[config.mk]
export PLATFORM = sky130hd
export DESIGN_NAME = utf8_name_validator_core
export DESIGN_NICKNAME = d
export VERILOG_FILES = /design/src/sv/utf8nv_pkg.sv /design/src/sv/utf8nv_in_reg.sv /design/src/sv/utf8nv_decode.sv /design/src/sv/utf8nv_out_reg.sv /design/src/sv/utf8_name_validator_core.sv
export SDC_FILE = /design/constraint.sdc
export NUM_CORES = 1
export LEC_CHECK = 0
export BUFFER_PORTS_ARGS = -buffer_cell sky130_fd_sc_hd__buf_2
export CORE_MARGIN = 5
export CORE_UTILIZATION = 63
export DETAILED_ROUTE_END_ITERATION = 12
export HOLD_SLACK_MARGIN = 0.15
export PLACE_DENSITY = 0.85
export SLEW_MARGIN = 20
export SYNTH_ARGS = -nofsm -noshare
export SYNTH_HDL_FRONTEND = slang
export SYNTH_SLANG_ARGS = --single-unit
[constraint.sdc]
create_clock -name clk_i -period 8.3 [get_ports clk_i]
set_input_delay 0.415 -clock clk_i [delete_from_list [all_inputs] [get_ports clk_i]]
set_output_delay 0.415 -clock clk_i [all_outputs]
set_load 0.1 [all_outputs]
[src/sv/utf8nv_pkg.sv]
package utf8nv_pkg;

  localparam int unsigned ByteW  = 8;
  localparam int unsigned CountW = 8;
  localparam int unsigned CodeW  = 21;
  localparam int unsigned InDataW  = 8;
  localparam int unsigned OutDataW = 16;

  localparam logic [CountW-1:0] MinCharsReset = 8'd2;
  localparam logic [CountW-1:0] MaxCharsReset = 8'd127;
  localparam logic [CountW-1:0] CountMax      = 8'd255;

  localparam logic [CodeW-1:0] LowestTwo   = 21'h000080;
  localparam logic [CodeW-1:0] LowestThree = 21'h000800;
  localparam logic [CodeW-1:0] LowestFour  = 21'h010000;
  localparam logic [CodeW-1:0] CodeMax     = 21'h10FFFF;
  localparam logic [CodeW-1:0] SurrLow     = 21'h00D800;
  localparam logic [CodeW-1:0] SurrHigh    = 21'h00DFFF;

  // Sequence length class of the sequence being assembled
  localparam logic [1:0] SeqNone  = 2'd0;
  localparam logic [1:0] SeqTwo   = 2'd1;
  localparam logic [1:0] SeqThree = 2'd2;
  localparam logic [1:0] SeqFour  = 2'd3;

  // Configuration register indexes
  localparam logic CfgMinChars = 1'b0;
  localparam logic CfgMaxChars = 1'b1;

  typedef enum logic [1:0] {
    ErrNone   = 2'd0,
    ErrUtf8   = 2'd1,
    ErrLength = 2'd2,
    ErrChar   = 2'd3
  } err_e;

  typedef struct packed {
    logic [ByteW-1:0] name_byte;
    logic             carries_byte;
    logic             last_byte;
  } in_item_t;

  typedef struct packed {
    logic [CountW-1:0] char_count;
    err_e              error_code;
    logic              name_ok;
  } verdict_t;

  function automatic logic in_allowed_set(input logic [CodeW-1:0] c);
    logic ok;
    ok = 1'b0;
    if (c >= 21'h41 && c <= 21'h5A) ok = 1'b1;
    if (c >= 21'h61 && c <= 21'h7A) ok = 1'b1;
    if (c >= 21'h30 && c <= 21'h39) ok = 1'b1;
    if (c == 21'h5F || c == 21'h2D) ok = 1'b1;
    if (c >= 21'h410 && c <= 21'h44F) ok = 1'b1;
    if (c == 21'h401 || c == 21'h451) ok = 1'b1;
    return ok;
  endfunction

endpackage

[src/sv/utf8nv_in_reg.sv]
module utf8nv_in_reg
  import utf8nv_pkg::*;
(
  input  logic     clk_i,
  input  logic     rst_ni,
  input  logic     s_valid_i,
  output logic     s_ready_o,
  input  in_item_t s_item_i,
  input  logic     go_i,
  output logic     valid_o,
  output in_item_t item_o
);

  logic     valid_q, valid_d;
  in_item_t item_q;
  logic     load;

  assign s_ready_o = !valid_q || go_i;
  assign load      = s_valid_i && s_ready_o;
  assign valid_d   = load || (valid_q && !go_i);

  always_ff @(posedge clk_i or negedge rst_ni) begin
    if (!rst_ni) begin
      valid_q <= 1'b0;
    end else begin
      valid_q <= valid_d;
    end
  end

  always_ff @(posedge clk_i) begin
    if (load) begin
      item_q <= s_item_i;
    end
  end

  assign valid_o = valid_q;
  assign item_o  = item_q;

endmodule

[src/sv/utf8nv_decode.sv]
module utf8nv_decode
  import utf8nv_pkg::*;
(
  input  logic              clk_i,
  input  logic              rst_ni,
  input  logic              go_i,
  input  in_item_t          item_i,
  input  logic [CountW-1:0] min_chars_i,
  input  logic [CountW-1:0] max_chars_i,
  output verdict_t          verdict_o
);

  logic [CodeW-1:0]  acc_q, acc_d;
  logic [1:0]        pend_q, pend_d;
  logic [1:0]        cls_q, cls_d;
  logic [CountW-1:0] chars_q, chars_d;
  logic              utf8_bad_q, utf8_bad_d;
  logic              char_bad_q, char_bad_d;

  logic [ByteW-1:0]  b;
  logic [CodeW-1:0]  acc_next;
  logic [CodeW-1:0]  lowest;
  logic [CodeW-1:0]  ch;
  logic              take;
  logic              bad;
  logic              final_bad;
  err_e              err;

  assign b        = item_i.name_byte;
  assign acc_next = {acc_q[CodeW-7:0], b[5:0]};

  always_comb begin
    case (cls_q)
      SeqTwo:   lowest = LowestTwo;
      SeqThree: lowest = LowestThree;
      default:  lowest = LowestFour;
    endcase
  end

  always_comb begin
    acc_d      = acc_q;
    pend_d     = pend_q;
    cls_d      = cls_q;
    chars_d    = chars_q;
    utf8_bad_d = utf8_bad_q;
    char_bad_d = char_bad_q;
    take       = 1'b0;
    bad        = 1'b0;
    ch         = {{(CodeW-ByteW){1'b0}}, b};

    if (go_i && item_i.carries_byte && !utf8_bad_q) begin
      if (pend_q == 2'd0) begin
        if (!b[7]) begin
          take = 1'b1;
        end else if (b[7:5] == 3'b110) begin
          acc_d  = {{(CodeW-5){1'b0}}, b[4:0]};
          pend_d = 2'd1;
          cls_d  = SeqTwo;
        end else if (b[7:4] == 4'b1110) begin
          acc_d  = {{(CodeW-4){1'b0}}, b[3:0]};
          pend_d = 2'd2;
          cls_d  = SeqThree;
        end else if (b[7:3] == 5'b11110) begin
          acc_d  = {{(CodeW-3){1'b0}}, b[2:0]};
          pend_d = 2'd3;
          cls_d  = SeqFour;
        end else begin
          bad = 1'b1;
        end
      end else if (b[7:6] != 2'b10) begin
        bad = 1'b1;
      end else begin
        acc_d  = acc_next;
        pend_d = pend_q - 2'd1;
        if (pend_q == 2'd1) begin
          // sequence complete: check range and hand the character on
          ch     = acc_next;
          acc_d  = '0;
          cls_d  = SeqNone;
          if (acc_next < lowest || acc_next > CodeMax ||
              (acc_next >= SurrLow && acc_next <= SurrHigh)) begin
            bad = 1'b1;
          end else begin
            take = 1'b1;
          end
        end
      end
    end

    if (bad) begin
      utf8_bad_d = 1'b1;
      pend_d     = 2'd0;
      cls_d      = SeqNone;
      acc_d      = '0;
    end

    if (take) begin
      if (chars_q != CountMax) chars_d = chars_q + 8'd1;
      if (!in_allowed_set(ch)) char_bad_d = 1'b1;
    end

    final_bad = utf8_bad_d || (pend_d != 2'd0);
    if (final_bad) begin
      err = ErrUtf8;
    end else if (chars_d < min_chars_i || chars_d > max_chars_i) begin
      err = ErrLength;
    end else if (char_bad_d) begin
      err = ErrChar;
    end else begin
      err = ErrNone;
    end

    verdict_o.name_ok    = (err == ErrNone);
    verdict_o.error_code = err;
    verdict_o.char_count = chars_d;

    // clear per-name state once the verdict is out
    if (go_i && item_i.last_byte) begin
      acc_d      = '0;
      pend_d     = 2'd0;
      cls_d      = SeqNone;
      chars_d    = '0;
      utf8_bad_d = 1'b0;
      char_bad_d = 1'b0;
    end
  end

  always_ff @(posedge clk_i or negedge rst_ni) begin
    if (!rst_ni) begin
      acc_q      <= '0;
      pend_q     <= 2'd0;
      cls_q      <= SeqNone;
      chars_q    <= '0;
      utf8_bad_q <= 1'b0;
      char_bad_q <= 1'b0;
    end else begin
      acc_q      <= acc_d;
      pend_q     <= pend_d;
      cls_q      <= cls_d;
      chars_q    <= chars_d;
      utf8_bad_q <= utf8_bad_d;
      char_bad_q <= char_bad_d;
    end
  end

endmodule

[src/sv/utf8nv_out_reg.sv]
module utf8nv_out_reg
  import utf8nv_pkg::*;
(
  input  logic     clk_i,
  input  logic     rst_ni,
  input  logic     load_i,
  input  verdict_t verdict_i,
  output logic     free_o,
  output logic     m_valid_o,
  input  logic     m_ready_i,
  output verdict_t verdict_o
);

  logic     valid_q, valid_d;
  verdict_t verdict_q;

  assign free_o  = !valid_q || m_ready_i;
  assign valid_d = load_i || (valid_q && !m_ready_i);

  always_ff @(posedge clk_i or negedge rst_ni) begin
    if (!rst_ni) begin
      valid_q <= 1'b0;
    end else begin
      valid_q <= valid_d;
    end
  end

  always_ff @(posedge clk_i) begin
    if (load_i) begin
      verdict_q <= verdict_i;
    end
  end

  assign m_valid_o = valid_q;
  assign verdict_o = verdict_q;

endmodule

[src/sv/utf8_name_validator_core.sv]
// A last item's verdict is registered in the output stage when it leaves the input stage.
// Throughput: one input item per clock unless stalled; the decode state updates with each item.
// The input register stalls only when a last item meets a result the sink has not taken.
// Reset clears all per-name state and both stages; min_chars resets to 2, max_chars to 127.
module utf8_name_validator_core
  import utf8nv_pkg::*;
(
  input  logic                clk_i,
  input  logic                rst_ni,
  input  logic                s_axis_tvalid,
  output logic                s_axis_tready,
  input  logic [InDataW-1:0]  s_axis_tdata,   // [7:0] name_byte
  input  logic                s_axis_tuser,   // [0] carries_byte
  input  logic                s_axis_tlast,   // last_byte
  output logic                m_axis_tvalid,
  input  logic                m_axis_tready,
  output logic [OutDataW-1:0] m_axis_tdata,   // [0] name_ok, [2:1] error_code,
                                              // [10:3] char_count, [15:11] zero
  input  logic                cfg_we_i,
  input  logic                cfg_idx_i,
  input  logic [CountW-1:0]   cfg_wdata_i
);

  logic [CountW-1:0] min_chars_q, max_chars_q;
  in_item_t          s_item, item;
  logic              item_valid;
  logic              out_free;
  logic              go;
  verdict_t          verdict, verdict_out;

  always_ff @(posedge clk_i or negedge rst_ni) begin
    if (!rst_ni) begin
      min_chars_q <= MinCharsReset;
      max_chars_q <= MaxCharsReset;
    end else if (cfg_we_i) begin
      case (cfg_idx_i)
        CfgMinChars: min_chars_q <= cfg_wdata_i;
        CfgMaxChars: max_chars_q <= cfg_wdata_i;
        default:     min_chars_q <= min_chars_q;
      endcase
    end
  end

  assign s_item.name_byte    = s_axis_tdata;
  assign s_item.carries_byte = s_axis_tuser;
  assign s_item.last_byte    = s_axis_tlast;

  // advance unless a verdict would overrun a waiting result
  assign go = item_valid && (!item.last_byte || out_free);

  utf8nv_in_reg u_in_reg (
    .clk_i     (clk_i),
    .rst_ni    (rst_ni),
    .s_valid_i (s_axis_tvalid),
    .s_ready_o (s_axis_tready),
    .s_item_i  (s_item),
    .go_i      (go),
    .valid_o   (item_valid),
    .item_o    (item)
  );

  utf8nv_decode u_decode (
    .clk_i       (clk_i),
    .rst_ni      (rst_ni),
    .go_i        (go),
    .item_i      (item),
    .min_chars_i (min_chars_q),
    .max_chars_i (max_chars_q),
    .verdict_o   (verdict)
  );

  utf8nv_out_reg u_out_reg (
    .clk_i     (clk_i),
    .rst_ni    (rst_ni),
    .load_i    (go && item.last_byte),
    .verdict_i (verdict),
    .free_o    (out_free),
    .m_valid_o (m_axis_tvalid),
    .m_ready_i (m_axis_tready),
    .verdict_o (verdict_out)
  );

  assign m_axis_tdata = {{(OutDataW-CountW-3){1'b0}}, verdict_out.char_count,
                         verdict_out.error_code, verdict_out.name_ok};

  a_ok_matches_code: assert property (@(posedge clk_i) disable iff (!rst_ni)
    m_axis_tvalid |-> (verdict_out.name_ok == (verdict_out.error_code == ErrNone)))
    else $error("name_ok disagrees with error_code");

  a_ok_in_range: assert property (@(posedge clk_i) disable iff (!rst_ni)
    (go && item.last_byte && verdict.name_ok) |->
      (verdict.char_count >= min_chars_q && verdict.char_count <= max_chars_q))
    else $error("accepted name has a count out of range");

  a_stall_cause: assert property (@(posedge clk_i) disable iff (!rst_ni)
    !s_axis_tready |-> (item_valid && item.last_byte && m_axis_tvalid && !m_axis_tready))
    else $error("input stalled without a blocked result");

  a_result_follows_last: assert property (@(posedge clk_i) disable iff (!rst_ni)
    (go && item.last_byte) |=> m_axis_tvalid)
    else $error("verdict lost after last item");

endmodule
==> results by group <==
Run status
  • Outcome: completed

Worst setup path
  • Worst r2r path cells: 16
  • R2r endpoint: u_out_reg.verdict_o[1]$_DFFE_PP_
  • Worst setup EP type: register
  • R2R setup slack: 3.88 ns
  • CP max FO: 10
  • Arr. time, crit path: about 4.5 ns
  • CP startpoint kind: register
  • Reg2reg start: u_decode.cls_q[1]$_DFFE_PN0P_
  • CP Class: reg -> reg
  • Critical path required time: 8.42 ns

Min path
  • Type of the tightest min-delay check: in -> reg
  • Hold endpoint: u_in_reg.item_o[1]$_DFFE_PP_
  • Hold wc startpoint: s_axis_tuser
  • Worst Hold Path Cells: 1

Synthesis
  • Syn Inst Count: 385
  • Synth Cell Area: 0.00383 sq mm
  • Sequential share of the synthesized area: a little under half
  • Synth Area in Adders: 7.18%
  • Synth Area in XOR/XNOR: 1.14%
  • Unique masters post-synth: 66
  • Yosys warning count: 0
  • Largest family of logic cells by synthesized area: simple AND/OR/NAND/NOR gates
  • Post-synthesis mux area share: 3.53%
  • Simple-gate portion of the synthesized area: between 20% and 30%
  • EDFF count, synth: 21
  • Synthesized area per cell: 9.95 sq um
  • Synth Flop Type: dfrtp_1
  • FF+latch count, synth: 68
  • Synth Area in Compound Gates: 13.4%
  • Share of synthesized registers carrying an async set or reset: 69.1%

Power
  • PwrDens: 216 mW/mm^2
  • Peak VDD IR: 0.134 mV
  • Cell leakage power: 0.00191 uW

Timing
  • Max Clock Skew: 0.00454 ns
  • Final setup TNS: 0 ns
  • Hold Vio Cnt, Final: 0
  • Final setup viols: 0
  • Worst rel slew slack: 23.8%
  • Actual slew at the worst max-slew pin: 1.14 ns
  • RSZ-0062 raised after global routing: no
  • Fin crit period: 4.42 ns
  • Final period utilization: 53.2%
  • Slew Viols, Final: 0
  • Fmax: around 230 MHz

Clock network
  • H-Tree Depth: 3
  • Worst-Skew Late Latency: 0.33 ns
  • CTS tree: built
  • Buffer count from post-CTS setup fixing: 0
  • Longest Clk Path Bufs: 2
  • CTS resizes: 0
  • CTS Buf Count: 9
  • Clk pin slew, worst setup/hold paths: 0.07 ns
  • Root Driver: clkbuf_8
  • CTS Hold Buffers Added: 0
  • Clock Sinks: 68

Run
  • Max Cap Violations: 0

Placed design
  • I/O Buffers: 36
  • Hpwl dp: around 5.6 mm
  • Gpl congestion: 0.952
  • Placed Area: 0.00403 sq mm

Detailed routing
  • Avg WL per Cell: 15.7 microns
  • DR pass1 iterations: 5
  • Initial DRC Count: 245
  • Residual DRC count: 0
  • DR vias: 3,016
  • Antenna Nets Post-Route: 0
  • Final wirelength: 7.85 mm
  • Vias per inst: 6.03

Floorplanning
  • Die Height: 88.0 microns
  • # rows: 28
  • Starting Density: 64.7%
  • Top Ports: 42
  • Die area: a little under 0.008 sq mm
  • Core footprint: 0.00592 sq mm
  • Die W: ~88 microns

Cells and area
  • Final Cell Area: 0.00423 sq mm
  • Area Growth Syn to Fin: 10.3%
  • Nets: 466
  • Antenna diode count: 0
  • Layout cells sized above 1: ~19%

Global route
  • Gr ovfl total: 0
  • Initial antenna violation count: 0
  • Largest net degree at the start of global routing: 48
  • Total global-route track usage: 22.4%
  • First-pass GRT wire length: 13.4 mm
  • Vias in the first global route: ~2,800
[cell usage after synthesis (3+ instances only)]
cell type	number	area share (%)
mux2_2	12	3.5
and2_1	10	1.6
dfstp_2	8	5.5
nor4b_1	3	0.69
a41oi_1	3	0.69
edfxtp_1	21	16
o31ai_1	3	0.59
or4_1	3	0.59
a21o_1	6	1.2
o21ai_0	17	2.2
nor4_1	6	0.98
nand2b_1	7	1.1
a21oi_1	28	3.7
o41ai_1	3	0.69
nor3_1	9	1.2
nand3_1	14	1.8
xor2_1	4	0.91
nand4_1	8	1.3
nor2_1	18	1.8
dfrtp_1	39	25
buf_4	5	0.98
inv_1	26	2.5
nor3b_1	3	0.59
ha_1	22	7.2
nand2_1	48	4.7
clkbuf_1	10	0.98
[through the flow]
step | util (%) | total power [uW] | hold WS, ns | setup WS, ns | cells
global route | 71.4 | 967 | 0.226 | 3.50 | 500
detailed placement | 68.0 | 659 | 0.496 | 3.95 | 483
finish | 71.4 | 914 | 0.251 | 3.88 | 500
CTS | 71.2 | 917 | 0.235 | 3.89 | 499
global placement | 68.0 | 651 | 0.491 | 4.08 | 483
floorplan | - | 604 | 0.119 | 4.40 | 389
[critical path, cell delays in order, from the launching register on]
cell	delay, ns
dfrtp_1	0.40
inv_1	0.06
ha_1	0.12
or4b_2	0.58
o21ai_0	0.16
a21oi_1	0.12
a31oi_2	0.41
nor3_1	0.15
xor2_1	0.41
ha_1	0.33
a21o_1	0.18
a21oi_1	0.14
o21ai_0	0.11
a21o_1	0.19
a211o_1	0.31
a21o_1	0.17
o41ai_1	0.39
[cell type report]
class                           count  area (sq um)
Inverter                           26          97.6
Tap cell                           75          93.8
Sequential cell                    68          1820
Timing Repair Buffer               37           193
Multi-Input combinational cell    278          1840
Fill cell                         456          1700
Clock buffer                       11           131
Clock inverter                      5          52.6
[cell usage in the layout, fill, tap and decap left out, types with 4 or more instances in the layout]
cell	synthesis	final
nand2_1	48	48
dfrtp_1	39	39
buf_2	1	35
a21oi_1	28	28
inv_1	26	26
ha_1	22	22
edfxtp_1	21	21
nor2_1	18	18
o21ai_0	17	17
nand3_1	14	14
mux2_2	12	12
and2_1	10	10
nor3_1	9	9
clkbuf_8	0	9
nand4_1	8	8
dfstp_2	8	8
nand2b_1	7	7
nor4_1	6	6
a21o_1	6	6
conb_1	1	5
xor2_1	4	4
[logic make-up after synthesis]
kind of cell | Yosys count
simple gates | 153
buf+inv | 43
compound gates | 81
fa+ha+maj | 22
other cells | 1
mux | 12
xor+xnor | 5
flops | 68
[worst max-delay path by stage]
stage	start	to	cells past startpoint
floorplan	u_out_reg.m_valid_o$_DFF_PN0_	u_out_reg.verdict_o[1]$_DFFE_PP_	14
global placement	u_decode.cls_q[1]$_DFFE_PN0P_	u_out_reg.verdict_o[1]$_DFFE_PP_	16
detailed placement	u_decode.cls_q[1]$_DFFE_PN0P_	u_out_reg.verdict_o[1]$_DFFE_PP_	16
CTS	u_decode.cls_q[1]$_DFFE_PN0P_	u_out_reg.verdict_o[1]$_DFFE_PP_	16
global route	u_decode.cls_q[1]$_DFFE_PN0P_	u_out_reg.verdict_o[1]$_DFFE_PP_	16
finish	u_decode.cls_q[1]$_DFFE_PN0P_	u_out_reg.verdict_o[1]$_DFFE_PP_	16
[layer usage]
| metal | global-route usage [%] | wire length, microns |
|---|---|---|
| met2 | 32.6 | 3520 |
| met5 | 0 | 0 |
| met3 | 4.61 | 535 |
| met1 | 33.1 | 3670 |
| met4 | 8.51 | 118 |
[where the power goes]
group,switching [uW],internal [uW],total [uW]
logic,162,77.1,239
clock network,118,137,256
registers,30.8,388,419
[sequential cells by signal (all words and copies together) (netlist names)]
name                 cells
max_chars_q              8
u_decode.cls_q           2
u_out_reg.verdict_o     11
min_chars_q              8
u_out_reg.m_valid_o      1
u_decode.utf8_bad_q      1
u_decode.chars_q         8
u_decode.pend_q          2
u_decode.acc_q          15
u_decode.char_bad_q      1
u_in_reg.valid_o         1
u_in_reg.item_o         10
No activity file was read; power rests on OpenSTA's default activity.
